===== config.mk =====
export PLATFORM = sky130hd
export DESIGN_NAME = sorted_multiset_table
export DESIGN_NICKNAME = d
export VERILOG_FILES = /design/src/rtl/smt_pkg.sv /design/src/rtl/smt_ram.sv /design/src/rtl/sorted_multiset_table.sv
export SDC_FILE = /design/constraint.sdc
export NUM_CORES = 2
export LEC_CHECK = 0
export BUFFER_PORTS_ARGS = -buffer_cell sky130_fd_sc_hd__buf_2
export CAP_MARGIN = 20
export CORE_MARGIN = 2
export CORE_UTILIZATION = 25
export CTS_CLUSTER_SIZE = 25
export DETAILED_ROUTE_END_ITERATION = 8
export PLACE_DENSITY_LB_ADDON = 0.25
export SYNTH_ARGS = -nofsm -noshare
export SYNTH_HDL_FRONTEND = slang
export SYNTH_HIERARCHICAL = 1
export SYNTH_SLANG_ARGS = --single-unit
export TNS_END_PERCENT = 100

===== constraint.sdc =====
create_clock -name i_clk -period 6.2 [get_ports i_clk]
set_input_delay 0.93 -clock i_clk [delete_from_list [all_inputs] [get_ports i_clk]]
set_output_delay 0.93 -clock i_clk [all_outputs]
set_load 0.01 [all_outputs]

===== src/rtl/smt_pkg.sv =====
package smt_pkg;

    localparam int CAPACITY = 64;
    localparam int DATA_W   = 32;
    localparam int OPC_W    = 2;
    localparam int CNT_W    = 7;

    typedef logic [OPC_W-1:0] t_opcode;

    localparam t_opcode OP_INSERT = 2'd0;
    localparam t_opcode OP_REMOVE = 2'd1;
    localparam t_opcode OP_LOOKUP = 2'd2;

endpackage


===== src/rtl/smt_ram.sv =====
module smt_ram #(
    parameter int DEPTH = smt_pkg::CAPACITY,
    parameter int AW    = 6,
    parameter int DW    = smt_pkg::DATA_W
) (
    input  logic          i_clk,
    input  logic          i_we,
    input  logic [AW-1:0] i_waddr,
    input  logic [DW-1:0] i_wdata,
    input  logic          i_re,
    input  logic [AW-1:0] i_raddr,
    output logic [DW-1:0] o_rdata
);

    logic [DW-1:0] r_mem [DEPTH];
    logic [DW-1:0] r_rdata;

    always_ff @(posedge i_clk) begin
        if (i_we) begin
            r_mem[i_waddr] <= i_wdata;
        end
    end

    always_ff @(posedge i_clk) begin
        if (i_re) begin
            r_rdata <= r_mem[i_raddr];
        end
    end

    assign o_rdata = r_rdata;

endmodule


===== src/rtl/sorted_multiset_table.sv =====
// Ordered table of up to CAPACITY signed 32-bit values, ascending, duplicates kept.
// Each beat in carries an opcode (insert, remove first equal entry, lookup) and a value;
// each produces one beat out with ok, the entry count after the operation and an empty
// flag. Entries live in a single-port-write, single-port-read RAM with a registered read,
// and one comparator walks them one per cycle: an insert walks down from the top entry,
// moving each larger entry up one slot until it finds the place; a remove walks up from
// slot 0 and moves every entry after the match down one slot; a lookup walks up until the
// first match. An insert into a full table or an unused opcode skips the walk and goes
// from idle straight to the done state; every other beat walks the entries in the scan
// state. The done state loads the result into the output register once that is free, and
// returns to idle. o_stall is high while an item is in work. The result sits in an output
// register, so a new beat is taken while the previous result still waits.
module sorted_multiset_table #(
    parameter int CAPACITY = smt_pkg::CAPACITY
) (
    input  logic                              i_clk,
    input  logic                              i_rst_n,
    input  logic                              i_valid,
    output logic                              o_stall,
    input  logic [smt_pkg::OPC_W-1:0]         i_opcode,
    input  logic signed [smt_pkg::DATA_W-1:0] i_value,
    output logic                              o_valid,
    input  logic                              i_stall,
    output logic                              o_ok,
    output logic [smt_pkg::CNT_W-1:0]         o_entry_count,
    output logic                              o_is_empty
);

    localparam int AW = (CAPACITY > 1) ? $clog2(CAPACITY) : 1;
    localparam int CW = $clog2(CAPACITY + 1);
    localparam int DW = smt_pkg::DATA_W;
    localparam int OW = smt_pkg::CNT_W;
    localparam logic [CW-1:0] CNT_FULL = CW'(CAPACITY);
    localparam logic [CW-1:0] CNT_ONE  = CW'(1);

    localparam logic [1:0] ST_IDLE = 2'd0;
    localparam logic [1:0] ST_SCAN = 2'd1;
    localparam logic [1:0] ST_DONE = 2'd2;

    logic [1:0]              r_state, n_state;
    logic [CW-1:0]           r_fill, n_fill;
    logic                    r_pipe, n_pipe;
    logic                    r_out_valid, n_out_valid;
    smt_pkg::t_opcode        r_op, n_op;
    logic signed [DW-1:0]    r_key, n_key;
    logic [CW-1:0]           r_ptr, n_ptr;
    logic [CW-1:0]           r_left, n_left;
    logic [CW-1:0]           r_dpos, n_dpos;
    logic                    r_found, n_found;
    logic                    r_ok, n_ok;
    logic                    r_out_ok, n_out_ok;
    logic [OW-1:0]           r_out_cnt, n_out_cnt;
    logic                    r_out_empty, n_out_empty;

    logic                    w_re, w_we, w_stop;
    logic [AW-1:0]           w_raddr, w_waddr;
    logic [DW-1:0]           w_wdata, w_rdata;
    logic                    w_rd_gt, w_rd_eq;
    logic [CW-1:0]           w_dpos_inc, w_dpos_dec;
    logic [CW+OW-1:0]        w_cnt_ext;

    smt_ram #(
        .DEPTH (CAPACITY),
        .AW    (AW),
        .DW    (DW)
    ) u_ram (
        .i_clk   (i_clk),
        .i_we    (w_we),
        .i_waddr (w_waddr),
        .i_wdata (w_wdata),
        .i_re    (w_re),
        .i_raddr (w_raddr),
        .o_rdata (w_rdata)
    );

    // the one shared comparator
    assign w_rd_gt    = $signed(w_rdata) > r_key;
    assign w_rd_eq    = $signed(w_rdata) == r_key;
    assign w_dpos_inc = r_dpos + CNT_ONE;
    assign w_dpos_dec = r_dpos - CNT_ONE;
    assign w_cnt_ext  = {{OW{1'b0}}, r_fill};

    always_comb begin
        n_state     = r_state;
        n_fill      = r_fill;
        n_pipe      = r_pipe;
        n_out_valid = r_out_valid;
        n_op        = r_op;
        n_key       = r_key;
        n_ptr       = r_ptr;
        n_left      = r_left;
        n_dpos      = r_dpos;
        n_found     = r_found;
        n_ok        = r_ok;
        n_out_ok    = r_out_ok;
        n_out_cnt   = r_out_cnt;
        n_out_empty = r_out_empty;
        w_re        = 1'b0;
        w_raddr     = r_ptr[AW-1:0];
        w_we        = 1'b0;
        w_waddr     = w_dpos_inc[AW-1:0];
        w_wdata     = r_key;
        w_stop      = 1'b0;

        if (r_out_valid && !i_stall) begin
            n_out_valid = 1'b0;
        end

        case (r_state)
            ST_IDLE: begin
                if (i_valid) begin
                    n_op    = i_opcode;
                    n_key   = i_value;
                    n_pipe  = 1'b0;
                    n_found = 1'b0;
                    n_ok    = 1'b0;
                    n_left  = r_fill;
                    case (i_opcode)
                        smt_pkg::OP_INSERT: begin
                            if (r_fill == CNT_FULL) begin
                                n_state = ST_DONE;
                            end else begin
                                n_ptr   = r_fill - CNT_ONE;
                                n_state = ST_SCAN;
                            end
                        end
                        smt_pkg::OP_REMOVE, smt_pkg::OP_LOOKUP: begin
                            n_ptr   = '0;
                            n_state = ST_SCAN;
                        end
                        default: n_state = ST_DONE;
                    endcase
                end
            end

            ST_SCAN: begin
                // compare side: data read last cycle is at r_dpos
                if (r_pipe) begin
                    case (r_op)
                        smt_pkg::OP_INSERT: begin
                            w_we    = 1'b1;
                            w_waddr = w_dpos_inc[AW-1:0];
                            if (w_rd_gt) begin
                                w_wdata = w_rdata;
                            end else begin
                                w_stop = 1'b1;
                                n_ok   = 1'b1;
                                n_fill = r_fill + CNT_ONE;
                            end
                        end
                        smt_pkg::OP_REMOVE: begin
                            if (r_found) begin
                                w_we    = 1'b1;
                                w_waddr = w_dpos_dec[AW-1:0];
                                w_wdata = w_rdata;
                            end else if (w_rd_eq) begin
                                n_found = 1'b1;
                            end
                        end
                        smt_pkg::OP_LOOKUP: begin
                            if (w_rd_eq) begin
                                w_stop = 1'b1;
                                n_ok   = 1'b1;
                            end
                        end
                        default: w_stop = 1'b1;
                    endcase
                end else if (r_left == '0) begin
                    // walk finished without an early stop
                    w_stop = 1'b1;
                    case (r_op)
                        smt_pkg::OP_INSERT: begin
                            w_we    = 1'b1;
                            w_waddr = '0;
                            w_wdata = r_key;
                            n_ok    = 1'b1;
                            n_fill  = r_fill + CNT_ONE;
                        end
                        smt_pkg::OP_REMOVE: begin
                            n_ok = r_found;
                            if (r_found) begin
                                n_fill = r_fill - CNT_ONE;
                            end
                        end
                        default: n_ok = 1'b0;
                    endcase
                end

                // read side
                if (w_stop) begin
                    n_pipe  = 1'b0;
                    n_state = ST_DONE;
                end else if (r_left != '0) begin
                    w_re   = 1'b1;
                    n_pipe = 1'b1;
                    n_dpos = r_ptr;
                    n_left = r_left - CNT_ONE;
                    n_ptr  = (r_op == smt_pkg::OP_INSERT) ? r_ptr - CNT_ONE : r_ptr + CNT_ONE;
                end else begin
                    n_pipe = 1'b0;
                end
            end

            ST_DONE: begin
                if (!r_out_valid || !i_stall) begin
                    n_out_valid = 1'b1;
                    n_out_ok    = r_ok;
                    n_out_cnt   = w_cnt_ext[OW-1:0];
                    n_out_empty = (r_fill == '0);
                    n_state     = ST_IDLE;
                end
            end

            default: n_state = ST_IDLE;
        endcase
    end

    always_ff @(posedge i_clk) begin
        if (!i_rst_n) begin
            r_state     <= ST_IDLE;
            r_fill      <= '0;
            r_pipe      <= 1'b0;
            r_out_valid <= 1'b0;
        end else begin
            r_state     <= n_state;
            r_fill      <= n_fill;
            r_pipe      <= n_pipe;
            r_out_valid <= n_out_valid;
        end
    end

    always_ff @(posedge i_clk) begin
        r_op        <= n_op;
        r_key       <= n_key;
        r_ptr       <= n_ptr;
        r_left      <= n_left;
        r_dpos      <= n_dpos;
        r_found     <= n_found;
        r_ok        <= n_ok;
        r_out_ok    <= n_out_ok;
        r_out_cnt   <= n_out_cnt;
        r_out_empty <= n_out_empty;
    end

    assign o_stall       = (r_state != ST_IDLE);
    assign o_valid       = r_out_valid;
    assign o_ok          = r_out_ok;
    assign o_entry_count = r_out_cnt;
    assign o_is_empty    = r_out_empty;

    a_no_write_idle: assert property (@(posedge i_clk) disable iff (!i_rst_n)
        (r_state != ST_SCAN) |-> !w_we)
        else $error("table write outside a walk");

    a_fill_bound: assert property (@(posedge i_clk) disable iff (!i_rst_n)
        r_fill <= CNT_FULL)
        else $error("entry count above capacity");

    a_fill_only_in_walk: assert property (@(posedge i_clk) disable iff (!i_rst_n)
        (r_state != ST_SCAN) |=> $stable(r_fill))
        else $error("entry count changed outside a walk");

    a_rw_apart: assert property (@(posedge i_clk) disable iff (!i_rst_n)
        (w_re && w_we) |-> (w_raddr != w_waddr))
        else $error("read and write hit the same slot");

    a_accept_starts: assert property (@(posedge i_clk) disable iff (!i_rst_n)
        (i_valid && !o_stall) |=> (r_state != ST_IDLE))
        else $error("accepted beat did not start work");

endmodule


==> results.json <==
{
  "drive_gt1_frac": 0.2836,
  "vias": 40690,
  "synth_flop_cell": "edfxtp_1",
  "wl_um": 246300,
  "fin_skew_ps": 43.85,
  "cts_buffer_depth": 3,
  "min-delay-path-class": "in2reg",
  "rrSetupSlack_ps": 1110,
  "row_count": 212,
  "path_cells": "nand2b_1 -> buf_4 -> nor2_1 -> nand4_2 -> inv_1 -> and3_1 -> a211oi_1 -> a21oi_1 -> nand3_1 -> nor2_4 -> buf_4",
  "min-delay-start": "i_value[17]",
  "start_kind": "flop",
  "clkLatencyLatePin_ps": 860,
  "cpMostUsedCell": "buf_4",
  "ir_drop_v": 0.0003007,
  "max_stage_delay_ps": 890,
  "cts_made_buffers": 224,
  "pre_cts_ws_ps": 1144,
  "finalNonFillerCells": 8685,
  "worstSetupPathType": "reg2reg",
  "min_period_ps": 5091,
  "antenna_found_initial": 9,
  "whs_endpoint": "r_key[17]$_DFFE_PP_",
  "tightestPinTransition_ps": 1396,
  "synth_cell_types": 62,
  "busiest_layer": "met2",
  "layout_commonest_cell": "edfxtp_1",
  "syn_area_sq_um": 83400,
  "clock.fmax_mhz": 196.4,
  "final_hold_viol_count": 0,
  "synth_top_area_cell": "edfxtp_1",
  "synth_nets": 3898,
  "synthCells": 3814,
  "global_route.usage.met3": 0.01926,
  "finalSetupTns_ps": 0,
  "combPwrFrac": 0.137,
  "p_sw_uw": 8787,
  "synthTopCellsByArea": "edfxtp_1 77%, mux4_2 14%, ha_1 0.68%",
  "seqCellArea_sq_um": 64600,
  "multi_input_area_sq_um": 18070,
  "avgSynthCellArea_sq_um": 21.87,
  "ys_ff_latch": 2155,
  "grt_max_degree": 91,
  "synth-edff-count": 2144,
  "grt_pass1_vias": 41620,
  "ctsResizeCount": 0,
  "num_io_pins": 49,
  "r2r-start": "r_state[1]$_SDFFE_PN0P_",
  "hpwl_um": 150800,
  "rsz0062_at_grt": "no",
  "fillers": 32240,
  "placedCellCount": 8264,
  "status": "finished clean",
  "switching_share": 0.2564,
  "fin_crit_sh": 0.8212,
  "p_per_area_nw_per_um2": 350.2,
  "cts_max_level": 4,
  "core_sq_um": 332900,
  "use_met1": 0.1920,
  "drc_errors": 0,
  "area_delta_synth_final_pct": 17.30,
  "crit_required_ps": 6740,
  "arrival_ps": 5630,
  "hold_depth": 1,
  "ys_seq_area_frac": 0.7746,
  "drtIter0Drc": 4421,
  "endpoint_kind": "flop",
  "cts_tree": "done",
  "overflow": 0,
  "final_core_util": 0.2939,
  "cts-root-buf": "clkbuf_16",
  "finalSetupViolCount": 0,
  "viasPerCell": 4.686,
  "clock_sinks": 2155,
  "maxSlewHeadroom": 0.06717,
  "p_clk_frac": 0.384,
  "die_y_um": 581.6,
  "cts_setup_buffers": 0,
  "grt_pass1_wl_um": 340900,
  "worstRegToRegCells": 11,
  "hold_buffers": 0,
  "dr.pass1.iters": 5,
  "cap_viol_max_count": 0,
  "synth_top_area_share": 0.7719,
  "dieArea_sq_um": 338300,
  "clk_pin_slew_ps": 60,
  "track_usage": 0.1429,
  "setup_ws_ps": 1109,
  "intPower_uw": 25480,
  "yosysWarnings": 6,
  "post_drt_wl_per_cell_um": 28.36,
  "pwr-share-seq": 0.478,
  "portBuffers": 48,
  "cp_slowest_cell": "nor2_4",
  "fin_hold_ws_ps": 244.5,
  "cp_max_fo": 29,
  "chipWidth_um": 581.6,
  "p_leak_uw": 0.03006,
  "synthArstFlopShare": 0,
  "reg2reg_to": "u_ram/r_mem[62][9]$_DFFE_PP_",
  "postRouteAntennaNets": 0,
  "layout.cells.most_common_list": "2144 x edfxtp_1, 502 x mux4_2, 229 x clkbuf_16, 184 x buf_4, 81 x o22ai_1",
  "floorplan.initialDensity": 0.2505,
  "place_congestion": 0.8082,
  "finalNetCount": 4191,
  "grtUsageMet2": 0.2435,
  "report.final.slew_viol_count": 0
}
## worst max-delay path: cells and delay by family (launching register included)
kind | cells | cell delay, ps
buffers and inverters | 3 | 840
flip-flops | 1 | 370
AND/OR/NAND/NOR | 6 | 2820
AO/OA/AOI/OAI | 2 | 700
## sequential cells by signal, indices dropped and copies added (netlist names), 2 cells and up
| name | flops |
|---|---|
| u_ram/r_mem | 2048 |
| r_key | 32 |
| u_ram/o_rdata | 32 |
| o_entry_count | 7 |
| r_fill | 7 |
| r_left | 7 |
| r_dpos | 6 |
| r_ptr | 6 |
| r_op | 2 |
| r_state | 2 |
## cells by family (layout without fill, tap and decap cells)
family                   Yosys count  in the layout  share of synthesized area
AO/OA/AOI/OAI                    412            412                    0.03485
XOR/XNOR                          17             17                   0.001785
adder cells (fa/ha/maj)           46             46                   0.006991
buffers and inverters            254            735                    0.01533
flip-flops                      2155           2155                     0.7746
multiplexers                     599            599                     0.1480
other                              0              3                          0
AND/OR/NAND/NOR                  331            331                    0.01850
## per-layer routing
metal  up-vias  part of all wire
met2      1122              0.50
met5         -                 0
met4         0             0.023
met1     22510              0.43
li1      16790                 -
met3       273             0.045
## cells in the mapped netlist, types with 3 or more instances
cell type     n
buf_2        41
o21a_1        3
nor2b_1      15
nand4_1       7
o41ai_1       5
a22o_1       40
mux2_2       49
a211oi_1     15
buf_1        20
a22oi_1      41
xor2_1        8
or2_2         4
dfxtp_1      11
or3_1         5
clkbuf_1     86
nand3_1      23
ha_1         45
nor4_1        3
inv_1        52
a21oi_1      77
nand2_1      69
edfxtp_1   2144
nor3_1       16
a21o_1        6
a31oi_1       6
o21ai_0      33
and2_1        6
o31ai_1       5
buf_4        37
o221ai_1     20
nor2_1      141
nand2b_1     18
and3_1        4
mux2i_1      44
o311ai_0      5
mux2_1        4
mux4_2      502
buf_6        18
a221oi_1     64
nand3b_1      8
o22ai_1      81
xnor2_1       9
## worst max-delay path by stage
stage | from | to | slack [ps]
after floorplan | u_ram/o_rdata[27]$_DFFE_PP_ | r_left[0]$_DFFE_PP_ | 720
after global placement | r_state[1]$_SDFFE_PN0P_ | u_ram/r_mem[62][10]$_DFFE_PP_ | 1100
after detailed placement | r_state[1]$_SDFFE_PN0P_ | u_ram/r_mem[62][7]$_DFFE_PP_ | 1140
after CTS | r_state[1]$_SDFFE_PN0P_ | u_ram/r_mem[62][14]$_DFFE_PP_ | 1110
after global routing | r_state[1]$_SDFFE_PN0P_ | u_ram/r_mem[62][7]$_DFFE_PP_ | 810
final | r_state[1]$_SDFFE_PN0P_ | u_ram/r_mem[62][9]$_DFFE_PP_ | 1110
## power groups by stage
stage	sequential [uW]	clock, uW	combinational, uW
after global routing	16400	14000	4950
after detailed placement	16700	0	4790
after floorplan	16700	0	2670
final	16400	13200	4710
after global placement	16700	0	4780
after CTS	16400	13500	4800
## final cells by class
| type | instances | share of cell area |
|---|---|---|
| Tap cell | 4387 | 0.05610 |
| Antenna cell | 3 | 0.00007673 |
| Clock inverter | 134 | 0.01210 |
| Inverter | 52 | 0.001995 |
| Sequential cell | 2155 | 0.6603 |
| Multi-Input combinational cell | 1405 | 0.1847 |
| Clock buffer | 280 | 0.06053 |
| Timing Repair Buffer | 269 | 0.02415 |
## through the flow
step | instance area [sq um] | power [uW]
2_1_floorplan | 83410 | 19330
3_3_place_gp | 90560 | 21480
3_5_place_dp | 90640 | 21490
4_1_cts | 97750 | 34680
5_1_grt | 97830 | 35370
6_report | 97840 | 34270
Power figures use the tool's default switching activity.
